===== config.mk =====
export PLATFORM = sky130hd
export DESIGN_NAME = kmh_ram
export DESIGN_NICKNAME = d
export VERILOG_FILES = /design/src/rtl/kmh_pkg.sv /design/src/rtl/kmh_ram.sv
export SDC_FILE = /design/constraint.sdc
export NUM_CORES = 2
export LEC_CHECK = 0
export BUFFER_PORTS_ARGS = -buffer_cell sky130_fd_sc_hd__buf_4
export CAP_MARGIN = 0
export CORE_MARGIN = 2
export CORE_UTILIZATION = 30
export DETAILED_ROUTE_END_ITERATION = 8
export PLACE_DENSITY = 0.45
export SETUP_SLACK_MARGIN = 0.05
export SYNTH_ARGS = -nofsm -noshare
export SYNTH_HDL_FRONTEND = slang
export SYNTH_SLANG_ARGS = --single-unit

===== constraint.sdc =====
create_clock -name i_clk -period 18 [get_ports i_clk]
set_input_delay 2.7 -clock i_clk [delete_from_list [all_inputs] [get_ports i_clk]]
set_output_delay 2.7 -clock i_clk [all_outputs]
set_load 0.02 [all_outputs]

===== src/rtl/kmh_pkg.sv =====
// ----------------------------------------------------------------------------
// kmh_pkg
// Shared types and constants of the keyed max-heap accumulator.
// ----------------------------------------------------------------------------
package kmh_pkg;

    localparam int DEF_HEAP_DEPTH = 64;
    localparam int DEF_KEY_BITS   = 32;
    localparam int TOTAL_BITS     = 31;
    localparam logic [TOTAL_BITS-1:0] TOTAL_MAX = {TOTAL_BITS{1'b1}};

    localparam logic KIND_ADD = 1'b0;
    localparam logic KIND_POP = 1'b1;

    typedef enum logic [1:0] {
        ST_ADDED = 2'd0,
        ST_POPPED = 2'd1,
        ST_EMPTY = 2'd2,
        ST_FULL = 2'd3
    } t_status;

    typedef enum logic [3:0] {
        S_IDLE,
        S_SEARCH,
        S_UP,
        S_UP_CMP,
        S_POP_RD0,
        S_POP_RDL,
        S_POP_CAP,
        S_DN,
        S_DN_RDR,
        S_DN_CMP,
        S_FIN
    } t_state;

endpackage


===== src/rtl/kmh_ram.sv =====
// ----------------------------------------------------------------------------
// kmh_ram
// Single-clock entry store, one write and one registered read per cycle.
// ----------------------------------------------------------------------------
module kmh_ram #(
    parameter int DEPTH = kmh_pkg::DEF_HEAP_DEPTH,
    parameter int DW    = kmh_pkg::DEF_KEY_BITS + kmh_pkg::TOTAL_BITS
) (
    input  logic                     i_clk,
    input  logic                     i_we,
    input  logic [$clog2(DEPTH)-1:0] i_waddr,
    input  logic [DW-1:0]            i_wdata,
    input  logic [$clog2(DEPTH)-1:0] i_raddr,
    output logic [DW-1:0]            o_rdata
);
    logic [DW-1:0] r_mem [DEPTH];
    logic [DW-1:0] r_rdata;

    // write port
    always_ff @(posedge i_clk) begin
        if (i_we) begin
            r_mem[i_waddr] <= i_wdata;
        end
    end

    // registered read port
    always_ff @(posedge i_clk) begin
        r_rdata <= r_mem[i_raddr];
    end

    assign o_rdata = r_rdata;
endmodule


# [Word level (Yosys, flattened, before mapping)]
# Memories as Yosys holds them, arrays and structs flattened. A register that Yosys moved wholly into a read port is not among the register bits.
# Cells that the tools add are included.
[classes] mux=2
[op_table] operator="1-bit 2-to-1 mux" count=2
[totals] register_bits=0 mem_bits_rw=4032 word_cells=3 n_memories=1
[mem_list] memory="r_mem" depth=64 word_bits=63 read_ports=1 rd_ports_with_merged_regs=1 wr=1 line="kmh_ram.sv:16" rtl="logic [DW-1:0] r_mem [DEPTH];"

# [Depth between registers and ports, before layout]
[logic_depth] word_depth=2 mapped_depth=10 ltp_nobuf=5

# [Worst setup path after synthesis]
# OpenSTA, ideal clock, no wires.
[synth_timing] kind="input-to-reg" startpoint="input i_waddr[3]" endpoint="memory r_mem[48][0] (netlist bit), enable pin" arrival_time_ps=7478 required_ps=17439 slack_ps=9960 cell_stages=4 path_buffers=1 path_cell_list="clkbuf_1 > nor2b_1 > nand4b_1 > nor3_1"
[synth_rtl] element="start: declaration" line="kmh_ram.sv:11" rtl="input logic [$clog2(DEPTH)-1:0] i_waddr,"
[synth_rtl] element="end: declaration" line="kmh_ram.sv:16"
# Straight into the memory's write port.

==> results.ini <==
[cells_and_area]
syn2layout_area_growth_pct=15.6
layout_common_cells=4032 x edfxtp_1, 963 x mux4_2, 432 x clkbuf_16, 351 x buf_4, 299 x o22ai_1
drive_gt1_share_pct=27.5
fin_util_pct=34.8
multi_input_area_sq_um=29700
fillers=46971
nNetsFinal=7051
register_area_sq_um=122000
final_common_cell=edfxtp_1

[power]
leakage_nw=53.9
vdd_drop_max_mv=0.0772
fin_total_pwr_w=0.0204
power.density_nw_per_um2=115

[synthesis]
avgSynthCellArea_sq_um=23.4
synth_cell_type_count=34
netlist_instances=6555
synthTopCellsByArea=edfxtp_1 79%, mux4_2 14%, o22ai_1 1.2%
synth_area_sq_um=153000
yosysWarningCount=0
yosysTopAreaCellShare_pct=79.0
yosysSeqAreaShare_pct=79.8
syn_nets=6632
ys_ff_latch=4095
synth_area_leader_cell=edfxtp_1

[drt]
antenna_left=0
routed_wl_mm=515
drc_errors=0
vias=76604
drtPass1Iterations=5
avgViaCountPerCell=5.44
wl_per_cell_microns=36.6
drt_iter0_drc=9334

[clock_tree]
clk_pin_slew_ns=0.06
clk_latency_ns=1.01
cts_max_level=5
ctsHoldBuffers=0
clock_tree.root_cell=clkbuf_16
numClockSinks=4095
post_cts.repair.setup_buffers=0
cts.repair.resized=0
numCtsBuffers=428
cts_buffer_depth=4
tritoncts=yes

[setup_path]
start_kind=input port
critPathArrivalTime_ns=7.36
worstPathRequired_ns=18.93
crit_fanout=132
timing_worst_setup_path_type=input port to register
crit_chain=buf_8 -> buf_4 -> buf_4 -> buf_12 -> buf_4 -> mux4_2 -> o22ai_1 -> nor4_1 -> o22a_1
worstSetupEndpointType=register
cp_slowest_cell=buf_4
crit_path_max_incr_delay_ns=0.78
crit_top_cell=buf_4

[placement]
place_ws_ns=10.46
gp_congestion=0.744
dp.final_hpwl_mm=271
port_buffers=139

[timing]
slew_headroom_pct=8.60
setup_tns_ns=0
holdWs_ns=0.787
worst_slack_ns=11.56
rsz0062_at_grt=false
hold_violations=0
min_period_ns=6.44
fmax_ghz=0.155
fin_crit_sh_pct=35.8
skew_ns=0.0532
slew_viol_final=0
tightest_slew_ns=1.37
setup_viol=0

[hold_path]
hold_path_class=register to register

[grt]
globalRoute.totalOverflow=0
grt_first_pass_wirelength_mm=687
grt_max_degree=133
grt_pass1_vias=76103
track_usage_pct=19.4
antenna_found_initial=43

[floorplanning]
die_x_microns=719
core_sq_um=509000
num_rows=262
initial_core_util_pct=30.1
die_area_sq_um=517000
io_pins=140
die_height_microns=719

[status]
status=finished clean

[job]
cap_violations=0

kinds of logic after synthesis:
kind of cell | count (synthesis) | share of synthesized area [%]
AND/OR/NAND/NOR | 400 | 1.33
AO/OA/AOI/OAI | 612 | 2.82
multiplexers | 1067 | 14.8
buffers and inverters | 381 | 1.23
flip-flops | 4095 | 79.8
layer usage:
metal / GRT usage [%] / wire length (microns)
met2: 30.5 / 239000
met1: 28.4 / 230000
met5: 0 / 33
met4: 4.55 / 12400
met3: 2.74 / 33100
stage by stage:
step           instances  instance area [sq um]
2_1_floorplan       6555                 153000
3_3_place_gp       13275                 163000
3_5_place_dp       13275                 163000
4_1_cts            14067                 177000
5_1_grt            14069                 177000
6_report           14075                 177000
registers in the layout (all words and copies together), names as in the netlist:
register and count:
r_mem 4032, o_rdata 63
power by group:
| part | internal, W | total, W | switching (W) |
|---|---|---|---|
| Combinational | 0.000329 | 0.000946 | 0.000617 |
| Clock | 0.00504 | 0.00882 | 0.00377 |
| Sequential | 0.0106 | 0.0106 | 0.0000555 |
| Total | 0.0159 | 0.0204 | 0.00444 |
critical path, delay by kind of cell:
kind / cells / cell delay (ns)
buf+inv: 5 / 3.17
compound gates: 2 / 0.30
simple gates: 1 / 0.42
mux: 1 / 0.35
path summary, 6_finish.rpt:
check | cells after the start | slack, ns | start | endpoint
worst min register to register | 5 | 0.79 | r_mem[5][27] | o_rdata[27]
worst max register to register | 4 | 15.70 | r_mem[31][29] | o_rdata[29]
worst max-delay path | 9 | 11.56 | i_raddr[1] | o_rdata[43]
worst min-delay path | 5 | 0.79 | r_mem[5][27] | o_rdata[27]
area by class of cell:
class	count	area share (%)
diodes	7	0.00988
clock buffers	548	6.39
clock inverters	244	1.39
multi-input cells	2079	16.7
flip-flops and latches	4095	69.0
well taps	6732	4.75
repair buffers	370	1.69
cells in the mapped netlist:
master    instances
a211oi_1        103
a21oi_1          14
a22oi_1          50
a31oi_1          10
and2_0            2
and2_1            1
buf_1            35
buf_2           115
buf_4            51
buf_6            16
clkbuf_1        164
dfxtp_1          63
edfxtp_1       4032
mux2i_1         104
mux4_2          963
nand2_1          23
nand2b_1         12
nand3_1          27
nand3b_1          2
nand4_1           2
nand4b_1          1
nor2_1          125
nor2_2            1
nor2b_1          87
nor3_1           55
nor4_1           53
o211a_1          10
o21ai_0          10
o221ai_1         63
o22a_1           53
o22ai_1         299
or2_2             6
or3_1             2
or3b_2            1
(Power assumes the default switching activity.)
