--- src/rtl/kmh_pkg.sv ---
// ----------------------------------------------------------------------------
// kmh_pkg
// Shared types and constants of the keyed max-heap accumulator.
// ----------------------------------------------------------------------------
package kmh_pkg;

    localparam int DEF_HEAP_DEPTH = 64;
    localparam int DEF_KEY_BITS   = 32;
    localparam int TOTAL_BITS     = 31;
    localparam logic [TOTAL_BITS-1:0] TOTAL_MAX = {TOTAL_BITS{1'b1}};

    localparam logic KIND_ADD = 1'b0;
    localparam logic KIND_POP = 1'b1;

    typedef enum logic [1:0] {
        ST_ADDED = 2'd0,
        ST_POPPED = 2'd1,
        ST_EMPTY = 2'd2,
        ST_FULL = 2'd3
    } t_status;

    typedef enum logic [3:0] {
        S_IDLE,
        S_SEARCH,
        S_UP,
        S_UP_CMP,
        S_POP_RD0,
        S_POP_RDL,
        S_POP_CAP,
        S_DN,
        S_DN_RDR,
        S_DN_CMP,
        S_FIN
    } t_state;

endpackage

--- src/rtl/kmh_if.sv ---
// ----------------------------------------------------------------------------
// kmh_in_if / kmh_out_if
// Valid/ready channels carrying request and result beats.
// ----------------------------------------------------------------------------
interface kmh_in_if #(
    parameter int KEY_BITS = kmh_pkg::DEF_KEY_BITS
);
    logic                        valid;
    logic                        ready;
    logic                        kind;
    logic [KEY_BITS-1:0]         key;
    logic [kmh_pkg::TOTAL_BITS-1:0] amount;

    modport source(output valid, kind, key, amount, input ready);
    modport sink(input valid, kind, key, amount, output ready);
endinterface

interface kmh_out_if #(
    parameter int KEY_BITS = kmh_pkg::DEF_KEY_BITS,
    parameter int OCC_BITS = 7
);
    logic                        valid;
    logic                        ready;
    logic [KEY_BITS-1:0]         out_key;
    logic [kmh_pkg::TOTAL_BITS-1:0] out_total;
    logic [1:0]                  status;
    logic [OCC_BITS-1:0]         occupancy;

    modport source(output valid, out_key, out_total, status, occupancy, input ready);
    modport sink(input valid, out_key, out_total, status, occupancy, output ready);
endinterface

--- src/rtl/kmh_ctrl.sv ---
// ----------------------------------------------------------------------------
// kmh_ctrl
// Sequencer for key search, sift-up and sift-down over the entry store.
// ----------------------------------------------------------------------------
module kmh_ctrl #(
    parameter int HEAP_DEPTH = kmh_pkg::DEF_HEAP_DEPTH,
    parameter int KEY_BITS   = kmh_pkg::DEF_KEY_BITS,
    parameter int AW         = $clog2(HEAP_DEPTH),
    parameter int CW         = $clog2(HEAP_DEPTH + 1),
    parameter int DW         = KEY_BITS + kmh_pkg::TOTAL_BITS
) (
    input  logic          i_clk,
    input  logic          i_rst_n,
    kmh_in_if.sink        i_in,
    kmh_out_if.source     o_res,
    output logic          o_mem_we,
    output logic [AW-1:0] o_mem_waddr,
    output logic [DW-1:0] o_mem_wdata,
    output logic [AW-1:0] o_mem_raddr,
    input  logic [DW-1:0] i_mem_rdata
);
    localparam int TB = kmh_pkg::TOTAL_BITS;
    localparam logic [CW-1:0] DEPTH_C = CW'(HEAP_DEPTH);

    kmh_pkg::t_state r_state, n_state;
    logic [CW-1:0]   r_cnt, n_cnt;
    logic [CW-1:0]   r_scan, n_scan;
    logic            r_hv, n_hv;
    logic            r_ov, n_ov;
    logic [AW-1:0]   r_hidx, n_hidx;
    logic [AW-1:0]   r_idx, n_idx;
    logic [AW-1:0]   r_pidx, n_pidx;
    logic [KEY_BITS-1:0] r_ik, n_ik, r_ck, n_ck, r_lk, n_lk, r_fk, n_fk, r_ok, n_ok;
    logic [TB-1:0]   r_iam, n_iam, r_ct, n_ct, r_lt, n_lt, r_ft, n_ft, r_ot, n_ot;
    kmh_pkg::t_status r_fs, n_fs, r_os, n_os;
    logic [CW-1:0]   r_oo, n_oo;

    logic [KEY_BITS-1:0] rd_key;
    logic [TB-1:0]       rd_tot;
    logic [TB:0]         sum;
    logic [AW+1:0]       lchild, rchild, cnt_ext;
    logic                right_exists, pick_r;
    logic [KEY_BITS-1:0] cand_k;
    logic [TB-1:0]       cand_t;

    assign rd_key  = i_mem_rdata[DW-1:TB];
    assign rd_tot  = i_mem_rdata[TB-1:0];
    assign sum     = {1'b0, rd_tot} + {1'b0, r_iam};
    assign lchild  = {1'b0, r_idx, 1'b1};
    assign rchild  = lchild + 1'b1;
    assign cnt_ext = (AW+2)'(r_cnt);
    assign right_exists = rchild < cnt_ext;
    // right child wins unless left is strictly greater or right is missing
    assign pick_r  = right_exists && !(r_lt > rd_tot);
    assign cand_k  = pick_r ? rd_key : r_lk;
    assign cand_t  = pick_r ? rd_tot : r_lt;

    assign i_in.ready      = (r_state == kmh_pkg::S_IDLE);
    assign o_res.valid     = r_ov;
    assign o_res.out_key   = r_ok;
    assign o_res.out_total = r_ot;
    assign o_res.status    = r_os;
    assign o_res.occupancy = r_oo;

    // next state and memory commands
    always_comb begin
        n_state = r_state;  n_cnt = r_cnt;   n_scan = r_scan; n_hv = 1'b0;
        n_ov = r_ov;        n_hidx = r_hidx; n_idx = r_idx;   n_pidx = r_pidx;
        n_ik = r_ik;        n_ck = r_ck;     n_lk = r_lk;     n_fk = r_fk;
        n_ok = r_ok;        n_iam = r_iam;   n_ct = r_ct;     n_lt = r_lt;
        n_ft = r_ft;        n_ot = r_ot;     n_fs = r_fs;     n_os = r_os;
        n_oo = r_oo;
        o_mem_we    = 1'b0;
        o_mem_waddr = r_idx;
        o_mem_wdata = {r_ck, r_ct};
        o_mem_raddr = '0;

        if (r_ov && o_res.ready) begin
            n_ov = 1'b0;
        end

        case (r_state)
            kmh_pkg::S_IDLE: begin
                if (i_in.valid) begin
                    n_ik = i_in.key;
                    n_iam = i_in.amount;
                    n_fk = '0;
                    n_ft = '0;
                    if (i_in.kind == kmh_pkg::KIND_ADD) begin
                        n_scan = '0;
                        n_state = kmh_pkg::S_SEARCH;
                    end else if (r_cnt == '0) begin
                        n_fs = kmh_pkg::ST_EMPTY;
                        n_state = kmh_pkg::S_FIN;
                    end else begin
                        n_state = kmh_pkg::S_POP_RD0;
                    end
                end
            end
            // one read issued and one key compared per cycle
            kmh_pkg::S_SEARCH: begin
                o_mem_raddr = r_scan[AW-1:0];
                n_hv = r_scan < r_cnt;
                n_hidx = r_scan[AW-1:0];
                if (r_scan < r_cnt) begin
                    n_scan = r_scan + 1'b1;
                end
                if (r_hv && rd_key == r_ik) begin
                    n_idx = r_hidx;
                    n_ck = r_ik;
                    n_ct = sum[TB] ? kmh_pkg::TOTAL_MAX : sum[TB-1:0];
                    n_fs = kmh_pkg::ST_ADDED;
                    n_state = kmh_pkg::S_UP;
                end else if (r_cnt == '0 || (r_hv && CW'(r_hidx) == r_cnt - 1'b1)) begin
                    if (r_cnt == DEPTH_C) begin
                        n_fs = kmh_pkg::ST_FULL;
                        n_state = kmh_pkg::S_FIN;
                    end else begin
                        n_idx = r_cnt[AW-1:0];
                        n_ck = r_ik;
                        n_ct = r_iam;
                        n_cnt = r_cnt + 1'b1;
                        n_fs = kmh_pkg::ST_ADDED;
                        n_state = kmh_pkg::S_UP;
                    end
                end
            end
            // sift-up: read parent of the hole
            kmh_pkg::S_UP: begin
                if (r_idx == '0) begin
                    o_mem_we = 1'b1;
                    n_state = kmh_pkg::S_FIN;
                end else begin
                    n_pidx = (r_idx - 1'b1) >> 1;
                    o_mem_raddr = (r_idx - 1'b1) >> 1;
                    n_state = kmh_pkg::S_UP_CMP;
                end
            end
            kmh_pkg::S_UP_CMP: begin
                o_mem_we = 1'b1;
                if (r_ct > rd_tot) begin
                    o_mem_wdata = i_mem_rdata;
                    n_idx = r_pidx;
                    n_state = kmh_pkg::S_UP;
                end else begin
                    n_state = kmh_pkg::S_FIN;
                end
            end
            // pop: fetch root then last entry
            kmh_pkg::S_POP_RD0: begin
                o_mem_raddr = '0;
                n_state = kmh_pkg::S_POP_RDL;
            end
            kmh_pkg::S_POP_RDL: begin
                o_mem_raddr = AW'(r_cnt - 1'b1);
                n_fk = rd_key;
                n_ft = rd_tot;
                n_fs = kmh_pkg::ST_POPPED;
                n_state = kmh_pkg::S_POP_CAP;
            end
            kmh_pkg::S_POP_CAP: begin
                n_ck = rd_key;
                n_ct = rd_tot;
                n_cnt = r_cnt - 1'b1;
                n_idx = '0;
                n_state = (r_cnt == CW'(1)) ? kmh_pkg::S_FIN : kmh_pkg::S_DN;
            end
            // sift-down: read left then right child
            kmh_pkg::S_DN: begin
                if (lchild >= cnt_ext) begin
                    o_mem_we = 1'b1;
                    n_state = kmh_pkg::S_FIN;
                end else begin
                    o_mem_raddr = lchild[AW-1:0];
                    n_state = kmh_pkg::S_DN_RDR;
                end
            end
            kmh_pkg::S_DN_RDR: begin
                o_mem_raddr = rchild[AW-1:0];
                n_lk = rd_key;
                n_lt = rd_tot;
                n_state = kmh_pkg::S_DN_CMP;
            end
            kmh_pkg::S_DN_CMP: begin
                o_mem_we = 1'b1;
                if (cand_t > r_ct) begin
                    o_mem_wdata = {cand_k, cand_t};
                    n_idx = pick_r ? rchild[AW-1:0] : lchild[AW-1:0];
                    n_state = kmh_pkg::S_DN;
                end else begin
                    n_state = kmh_pkg::S_FIN;
                end
            end
            // hand the result beat to the output register
            kmh_pkg::S_FIN: begin
                if (!r_ov || o_res.ready) begin
                    n_ov = 1'b1;
                    n_ok = r_fk;
                    n_ot = r_ft;
                    n_os = r_fs;
                    n_oo = r_cnt;
                    n_state = kmh_pkg::S_IDLE;
                end
            end
            default: begin
                n_state = kmh_pkg::S_IDLE;
            end
        endcase
    end

    // control registers
    always_ff @(posedge i_clk) begin
        if (!i_rst_n) begin
            r_state <= kmh_pkg::S_IDLE;
            r_cnt <= '0;
            r_hv <= 1'b0;
            r_ov <= 1'b0;
        end else begin
            r_state <= n_state;
            r_cnt <= n_cnt;
            r_hv <= n_hv;
            r_ov <= n_ov;
        end
    end

    // payload registers
    always_ff @(posedge i_clk) begin
        r_scan <= n_scan; r_hidx <= n_hidx; r_idx <= n_idx; r_pidx <= n_pidx;
        r_ik <= n_ik;     r_ck <= n_ck;     r_lk <= n_lk;   r_fk <= n_fk;
        r_ok <= n_ok;     r_iam <= n_iam;   r_ct <= n_ct;   r_lt <= n_lt;
        r_ft <= n_ft;     r_ot <= n_ot;     r_fs <= n_fs;   r_os <= n_os;
        r_oo <= n_oo;
    end
endmodule

--- src/flat_wrapper.sv ---
// flat-port wrapper written by rule: the top's interface ports become plain ports
module kmh_ctrl_flat 
#(
    parameter int HEAP_DEPTH = kmh_pkg::DEF_HEAP_DEPTH,
    parameter int KEY_BITS   = kmh_pkg::DEF_KEY_BITS,
    parameter int AW         = $clog2(HEAP_DEPTH),
    parameter int CW         = $clog2(HEAP_DEPTH + 1),
    parameter int DW         = KEY_BITS + kmh_pkg::TOTAL_BITS
)
  (i_clk, i_rst_n, o_mem_we, o_mem_waddr, o_mem_wdata, o_mem_raddr, i_mem_rdata, i_in_valid, i_in_kind, i_in_key, i_in_amount, i_in_ready, o_res_valid, o_res_out_key, o_res_out_total, o_res_status, o_res_occupancy, o_res_ready);
  kmh_in_if #(.KEY_BITS(KEY_BITS)) i_in_i ();
  kmh_out_if #(.KEY_BITS(KEY_BITS)) o_res_i ();
  input  logic i_clk;
  input  logic i_rst_n;
  output logic o_mem_we;
  output logic [AW-1:0] o_mem_waddr;
  output logic [DW-1:0] o_mem_wdata;
  output logic [AW-1:0] o_mem_raddr;
  input  logic [DW-1:0] i_mem_rdata;
  input wire logic [$bits(i_in_i.valid)-1:0] i_in_valid;
  input wire logic [$bits(i_in_i.kind)-1:0] i_in_kind;
  input wire logic [$bits(i_in_i.key)-1:0] i_in_key;
  input wire logic [$bits(i_in_i.amount)-1:0] i_in_amount;
  output wire logic [$bits(i_in_i.ready)-1:0] i_in_ready;
  output wire logic [$bits(o_res_i.valid)-1:0] o_res_valid;
  output wire logic [$bits(o_res_i.out_key)-1:0] o_res_out_key;
  output wire logic [$bits(o_res_i.out_total)-1:0] o_res_out_total;
  output wire logic [$bits(o_res_i.status)-1:0] o_res_status;
  output wire logic [$bits(o_res_i.occupancy)-1:0] o_res_occupancy;
  input wire logic [$bits(o_res_i.ready)-1:0] o_res_ready;
  assign i_in_i.valid = i_in_valid;
  assign i_in_i.kind = i_in_kind;
  assign i_in_i.key = i_in_key;
  assign i_in_i.amount = i_in_amount;
  assign i_in_ready = i_in_i.ready;
  assign o_res_valid = o_res_i.valid;
  assign o_res_out_key = o_res_i.out_key;
  assign o_res_out_total = o_res_i.out_total;
  assign o_res_status = o_res_i.status;
  assign o_res_occupancy = o_res_i.occupancy;
  assign o_res_i.ready = o_res_ready;
  kmh_ctrl #(.HEAP_DEPTH(HEAP_DEPTH), .KEY_BITS(KEY_BITS), .AW(AW), .CW(CW), .DW(DW)) u_core (.i_clk(i_clk), .i_rst_n(i_rst_n), .i_in(i_in_i), .o_res(o_res_i), .o_mem_we(o_mem_we), .o_mem_waddr(o_mem_waddr), .o_mem_wdata(o_mem_wdata), .o_mem_raddr(o_mem_raddr), .i_mem_rdata(i_mem_rdata));
endmodule
--- config.mk ---
export PLATFORM = sky130hd
export DESIGN_NAME = kmh_ctrl_flat
export DESIGN_NICKNAME = d
export VERILOG_FILES = /design/src/rtl/kmh_pkg.sv /design/src/rtl/kmh_if.sv /design/src/rtl/kmh_ctrl.sv /design/src/flat_wrapper.sv
export SDC_FILE = /design/constraint.sdc
export NUM_CORES = 1
export LEC_CHECK = 0
export BUFFER_PORTS_ARGS = -buffer_cell sky130_fd_sc_hd__buf_2
export CAP_MARGIN = 20
export CORE_ASPECT_RATIO = 2
export CORE_MARGIN = 3
export CORE_UTILIZATION = 58
export DETAILED_ROUTE_END_ITERATION = 8
export PLACE_DENSITY = 0.79
export REMOVE_ABC_BUFFERS = 1
export SETUP_SLACK_MARGIN = 0.5
export SYNTH_ARGS = -nofsm -noshare
export SYNTH_HDL_FRONTEND = slang
export SYNTH_SLANG_ARGS = --single-unit
export TNS_END_PERCENT = 100
--- constraint.sdc ---
create_clock -name i_clk -period 9 [get_ports i_clk]
set_clock_uncertainty 0.1 [all_clocks]
set_input_delay 0 -clock i_clk [delete_from_list [all_inputs] [get_ports i_clk]]
set_output_delay 0 -clock i_clk [all_outputs]
set_load 0.03 [all_outputs]
## After elaboration in Yosys (flattened, before gate mapping)

Index checks and enable logic that the tools add are counted.

| word-level totals | value |
|---|---|
| register bits after elaboration | 363 |
| output and inout bits | 150 |
| memory bits (read-only) | 0 |
| RAM bits | 0 |
| word-level logic and storage cells | 151 |
| input bits | 131 |
| latch bits | 0 |
| memories | 0 |

| cells by class | value |
|---|---|
| muxes and demuxes | 62 |
| divide/modulo/power cells | 0 |
| multiply operators | 0 |
| shift-type cells | 0 |
| bitwise operators | 1 |
| magnitude comparators | 6 |
| reduce and logical (&&, ||, !) cells | 28 |
| add/sub/neg operators | 6 |
| eq/ne operators | 27 |

Operators by type and width:

| kind | count |
|---|---|
| 2-to-1 mux 31 bit | 6 |
| 2-to-1 mux 32 bit | 5 |
| one-hot mux 32 bit (2 select lines) | 2 |
| 2-to-1 mux 63 bit | 2 |
| one-hot mux 63 bit (2 select lines) | 1 |
| one-hot mux 31 bit (2 select lines) | 2 |
| > comparator 31 bit | 3 |
| 2-to-1 mux 4 bit | 11 |
| one-hot mux 4 bit (11 select lines) | 1 |
| 2-to-1 mux 6 bit | 7 |
| 2-to-1 mux 7 bit | 6 |
| adder 31 x 31 -> 32 bit | 1 |
| equality test 32 bit | 1 |
| one-hot mux 6 bit (5 select lines) | 1 |
| one-hot mux 7 bit (2 select lines) | 2 |
| one-hot mux 6 bit (4 select lines) | 1 |
| equality test 4 x 3 -> 1 bit, second input constant | 4 |
| adder 7 x 1 -> 7 bit, second input constant | 2 |
| 2-to-1 mux 2 bit | 7 |
| equality test 4 bit, second input constant | 3 |
| != test 2 x 1 -> 1 bit, second input constant | 6 |
| != test 2 bit, second input constant | 5 |
| AND reduction 2 bit | 5 |
| AND reduction 5 bit | 2 |
| 30 further kinds | 44 |

## Logic depth before layout (Yosys ltp)

| logic depth | value |
|---|---|
| depth after elaboration | 7 |
| gate-level depth with buffers | 24 |

## Worst setup path after synthesis

OpenSTA, ideal clock, no wires.

| timing | value |
|---|---|
| path type | reg-to-output |
| from | reg u_core.r_state[3] |
| to | out o_mem_raddr[2] |
| arrival time | 6.544 ns |
| stages on the path, launching flop included | 6 |
| required time | 8.900 ns |
| path slack | 2.356 ns |
| path through | dfxtp_1 > clkbuf_1 > nand2_1 > nor3_1 > a222oi_1 > nand3_1 |

| between the ends | value |
|---|---|
| word-level cells in the longest chain between the ends | 2 |
| elaborated cells between the ends (all ways) | 6 |
| classes of those cells | 5 x eq/ne; 1 x mux |

RTL lines:

| element | line | text |
|---|---|---|
| start: declaration | kmh_ctrl.sv:25 | `kmh_pkg::t_state r_state, n_state;` |
| start signal: assignment | kmh_ctrl.sv:214 | `r_state <= kmh_pkg::S_IDLE;` |
| start signal: assignment | kmh_ctrl.sv:219 | `r_state <= n_state;` |
| equality test 4 bit, or another cell as far along | kmh_ctrl.sv:82 | `case (r_state)` |
| one-hot mux 6 bit (5 select lines) (*) | kmh_ctrl.sv:82 |  |
| end: declaration | flat_wrapper.sv:18 | `output logic [AW-1:0] o_mem_raddr;` |

Every way passes the cells marked *; elsewhere a longest branch is shown, timed or not.

## Worst setup path in the final report

| timing | value |
|---|---|
| from | reg u_core.r_idx[0] (netlist: u_core.o_mem_waddr[0]) |
| to | out o_mem_wdata[51] |

| between the ends | value |
|---|---|
| word-level cells in the longest chain between the ends | 7 |
| elaborated cells between the ends (all ways) | 8 |
| classes of those cells | 1 x add/sub; 2 x order compare; 4 x mux; 1 x reduce/logical |

RTL lines:

| element | line | text |
|---|---|---|
| start: declaration | kmh_ctrl.sv:31 | `logic [AW-1:0] r_idx, n_idx;` |
| start signal: assignment | kmh_ctrl.sv:228 | `r_scan <= n_scan; r_hidx <= n_hidx; r_idx <= n_idx; r_pidx <= n_pidx;` |
| adder 7 x 1 -> 8 bit (*) | kmh_ctrl.sv:50 | `assign rchild = lchild + 1'b1;` |
| less-than comparator 8 x 7 -> 1 bit (*) | kmh_ctrl.sv:52 | `assign right_exists = rchild < cnt_ext;` |
| logical AND 1 bit (*) | kmh_ctrl.sv:54 | `assign pick_r = right_exists && !(r_lt > rd_tot);` |
| 2-to-1 mux 31 bit | kmh_ctrl.sv:56 | `assign cand_t = pick_r ? rd_tot : r_lt;` |
| > comparator 31 bit | kmh_ctrl.sv:186 | `if (cand_t > r_ct) begin` |
| 2-to-1 mux 63 bit (*) | kmh_ctrl.sv:186 |  |
| one-hot mux 63 bit (2 select lines) (*) | kmh_ctrl.sv:82 |  |
| end: declaration | flat_wrapper.sv:17 | `output logic [DW-1:0] o_mem_wdata;` |

Marks and branches as above.

==> results.ini <==
[worst_setup_path]
worst-setup-path-type=register to primary output
r2r_start=u_core.o_mem_waddr[0]
reg2reg_slack_ns=2.13
ff2ff_path_depth=20
end_kind=primary output
crit_end=o_mem_wdata[51]
r2r-end=u_core.r_state[2]
worst_setup_sp_type=register
timing.critical_path.from=u_core.o_mem_waddr[0]
crit_fanout=46
worst-endpoint-required_ns=8.90
cp_data_arrival_time_ns=7.08

[floorplanning]
die_width_microns=138
dieArea_sq_um=37400
boundaryPins=281
fp.coreArea_sq_um=34400
row_count=96
start_util_pct=59.0
die_height_microns=270

[yosys]
avgSynthCellArea_sq_um=11.5
share_of_synthesized_registers_carrying_an_async_set_or_reset_pct=0
yosysMostFrequentCell=sky130_fd_sc_hd__edfxtp_1
synthFlopType=sky130_fd_sc_hd__edfxtp_1
synth_largest_type_area_fraction_pct=51.8
synthTopCellsByArea=sky130_fd_sc_hd__edfxtp_1 (52%), sky130_fd_sc_hd__ha_1 (9.1%), sky130_fd_sc_hd__nand2_1 (3.6%), sky130_fd_sc_hd__xor2_1 (2.3%), sky130_fd_sc_hd__mux2_4 (2.2%)
synth-seq-area-share_pct=53.1
yosys-top-cells-count=sky130_fd_sc_hd__edfxtp_1 (350), sky130_fd_sc_hd__nand2_1 (193), sky130_fd_sc_hd__ha_1 (148)
yosysUniqueCellTypes=77
flop_and_latch_count_out_of_synthesis=363
synth_area_sq_um=20300
post-synth-top-area-cell=sky130_fd_sc_hd__edfxtp_1
synthCells=1767
warnings_synthesis=0
synth-edff-count=350

[timing]
tightest_slew_ns=1.11
report.final.setup_viol=0
report.final.slew_viol_count=0
final.min_clock_period_ns=7.18
finalSetupTns_ns=0
slew_headroom_pct=25.7
final.period_utilization_pct=79.8
grt_setup_unrepaired=no
hold_fails_final_rpt=0
whs_ns=0.0671
max_freq_mhz=139

[finish]
finalNetCount=2440
finish.cell_count_without_fillers=2627
fillers=2430
area_delta_synth_final_pct=21.3
share_of_layout_cells_above_drive_strength_1_pct=20.0
n_antenna_cell=0

[min_path]
min_path_cells=2
hold_path.class=input pin to register

[clocking]
count_of_hold_fix_buffers_inserted_at_cts=131
cts_setup_buffers=0
clock_transition_time_at_the_flip_flop_clock_pins_of_the_worst_setup_and_hold_paths_ns=0.06
insertion_delay_ns=0.54
root_buffer=sky130_fd_sc_hd__clkbuf_16
maximum_level_of_the_cts_h_tree=2
cts_inserted_buffers=36
cts_buffer_depth=3
post_cts_resize_count=0
clock_sink_count=363
cts_tree=built

[global_route]
grt_start_max_net_pins=97
overflow=0
wire_length_of_the_first_global_routing_pass_microns=93900
gr-usage-all-layers_pct=31.8
via_count_of_the_first_global_routing_pass=17118
antenna_violations_before_repair=0

[place]
gp_congestion=0.955
dp_cells=2430
place_hpwl_microns=43100
place.port_buffers=280

[route]
dr_total_vias=16459
route.detailed.wl_per_inst_microns=23.5
dr.first_iter.drc_count=1367
first_drt_pass_iteration_count=6
antenna_violating_nets_post_route=0
viasPerCell=6.27
drc=0
routed_wirelength_microns=61700

[power_and_ir_drop]
p_leak_nw=10.4
power.density_cell_area_nw_per_um2=295
finalPower_w=0.00726
worst_ir_drop_vdd_mv=0.252

[run]
drv.max_cap_violation_count=0

[run_status]
status=completed

-- per-layer routing --
layer  global-route usage (%)  up-vias  share of wire (%)
li1                         -     7359                  -
met1                     33.0     7985                 33
met2                     59.1      859                 53
met3                     3.33      256                5.7
met4                     22.4        0                8.0
met5                        0        -                  0
-- metrics by stage --
| step | utilization (%) | instance area [sq um] | worst slack (ns) |
|---|---|---|---|
| 2_1_floorplan | - | 19900 | 1.75 |
| 3_3_place_gp | 64.2 | 22100 | 2.50 |
| 3_5_place_dp | 64.3 | 22100 | 2.42 |
| 4_1_cts | 71.5 | 24500 | 1.83 |
| 5_1_grt | 71.6 | 24600 | 1.54 |
| 6_report | 71.6 | 24600 | 1.82 |
-- registers in the layout, summed over array words and instances, names as in the netlist, 7 cells and up --
signal	flops
u_core.r_ft	31
u_core.r_fk	32
u_core.r_lt	31
u_core.o_res.out_total	31
u_core.r_iam	31
u_core.r_ck	32
u_core.r_lk	32
u_core.r_ik	32
u_core.r_cnt	7
u_core.o_res.occupancy	7
u_core.o_res.out_key	32
u_core.r_ct	31
u_core.r_scan	7
-- cells in the final DEF, fill, tap and decap left out, types with 7 or more instances in the layout --
cell type	n
sky130_fd_sc_hd__mux2i_1	42
sky130_fd_sc_hd__mux2_4	30
sky130_fd_sc_hd__buf_4	17
sky130_fd_sc_hd__nand3_1	30
sky130_fd_sc_hd__nor4_1	11
sky130_fd_sc_hd__and3_1	47
sky130_fd_sc_hd__nand2b_1	12
sky130_fd_sc_hd__nand2_1	191
sky130_fd_sc_hd__o22ai_1	28
sky130_fd_sc_hd__a211oi_1	7
sky130_fd_sc_hd__o21a_1	12
sky130_fd_sc_hd__o21ai_0	71
sky130_fd_sc_hd__or3_1	8
sky130_fd_sc_hd__clkbuf_16	36
sky130_fd_sc_hd__a21oi_1	72
sky130_fd_sc_hd__o221ai_1	14
sky130_fd_sc_hd__edfxtp_1	350
sky130_fd_sc_hd__a31oi_1	7
sky130_fd_sc_hd__ha_1	148
sky130_fd_sc_hd__o211ai_1	7
sky130_fd_sc_hd__o221ai_2	20
sky130_fd_sc_hd__dfxtp_1	13
sky130_fd_sc_hd__xor2_1	53
sky130_fd_sc_hd__nor2b_1	15
sky130_fd_sc_hd__dlygate4sd3_1	131
sky130_fd_sc_hd__and2_1	7
sky130_fd_sc_hd__nand4_1	22
sky130_fd_sc_hd__buf_2	280
sky130_fd_sc_hd__inv_1	116
sky130_fd_sc_hd__a221o_1	36
sky130_fd_sc_hd__nor2_1	118
sky130_fd_sc_hd__nor3_1	46
sky130_fd_sc_hd__xnor2_1	32
sky130_fd_sc_hd__a21o_1	41
-- cell families (layout without fill, tap and decap cells) --
logic type	count (synthesis)	in the layout	synth area share, %
multiplexers	72	72	4.29
XOR/XNOR	85	85	3.67
AND/OR/NAND/NOR	535	535	12.3
buffers and inverters	196	615	4.08
AO/OA/AOI/OAI	367	367	13.3
adder cells (fa/ha/maj)	149	149	9.23
flip-flops	363	363	53.1
-- power by group --
| group | total, W | switching (W) | internal [W] |
|---|---|---|---|
| Combinational | 0.00296 | 0.00184 | 0.00111 |
| Sequential | 0.00279 | 0.000299 | 0.00249 |
| Clock | 0.00152 | 0.000665 | 0.000858 |
-- critical path: stages, from the launching register on --
cell,delay (ns)
sky130_fd_sc_hd__edfxtp_1,0.49
sky130_fd_sc_hd__inv_1,0.29
sky130_fd_sc_hd__ha_1,0.35
sky130_fd_sc_hd__ha_1,0.30
sky130_fd_sc_hd__o21a_1,0.11
sky130_fd_sc_hd__o21a_1,0.17
sky130_fd_sc_hd__o21a_1,0.17
sky130_fd_sc_hd__o21a_1,0.19
sky130_fd_sc_hd__o21ai_4,0.17
sky130_fd_sc_hd__nand2_4,0.51
sky130_fd_sc_hd__mux2_4,0.53
sky130_fd_sc_hd__ha_1,0.29
sky130_fd_sc_hd__and3_1,0.21
sky130_fd_sc_hd__a221oi_2,0.25
sky130_fd_sc_hd__a21oi_1,0.11
sky130_fd_sc_hd__a2111oi_2,0.47
sky130_fd_sc_hd__nor2_1,0.16
sky130_fd_sc_hd__o21ai_4,0.80
sky130_fd_sc_hd__buf_4,0.44
sky130_fd_sc_hd__o221ai_1,0.21
sky130_fd_sc_hd__buf_2,0.22
-- worst min-delay path by stage --
stage | from | to | slack, ns
after floorplan | i_in_amount[0] | u_core.r_iam[0] | -0.001
after global placement | i_in_amount[7] | u_core.r_iam[7] | 0.08
after detailed placement | i_in_key[19] | u_core.r_ik[19] | 0.08
after CTS | i_in_amount[26] | u_core.r_iam[26] | 0.06
after global routing | i_in_amount[26] | u_core.r_iam[26] | 0.07
final | i_in_amount[26] | u_core.r_iam[26] | 0.07
-- final cells by class --
type | instances | area [sq um] | share of cell area, %
multi-input combinational | 1208 | 8760 | 35.6
tap | 441 | 552 | 2.24
timing repair buffer | 431 | 2910 | 11.8
clock inverter | 22 | 236 | 0.961
inverter | 120 | 450 | 1.83
sequential | 363 | 10800 | 43.8
clock buffer | 42 | 923 | 3.75
(Power assumes the default switching activity.)
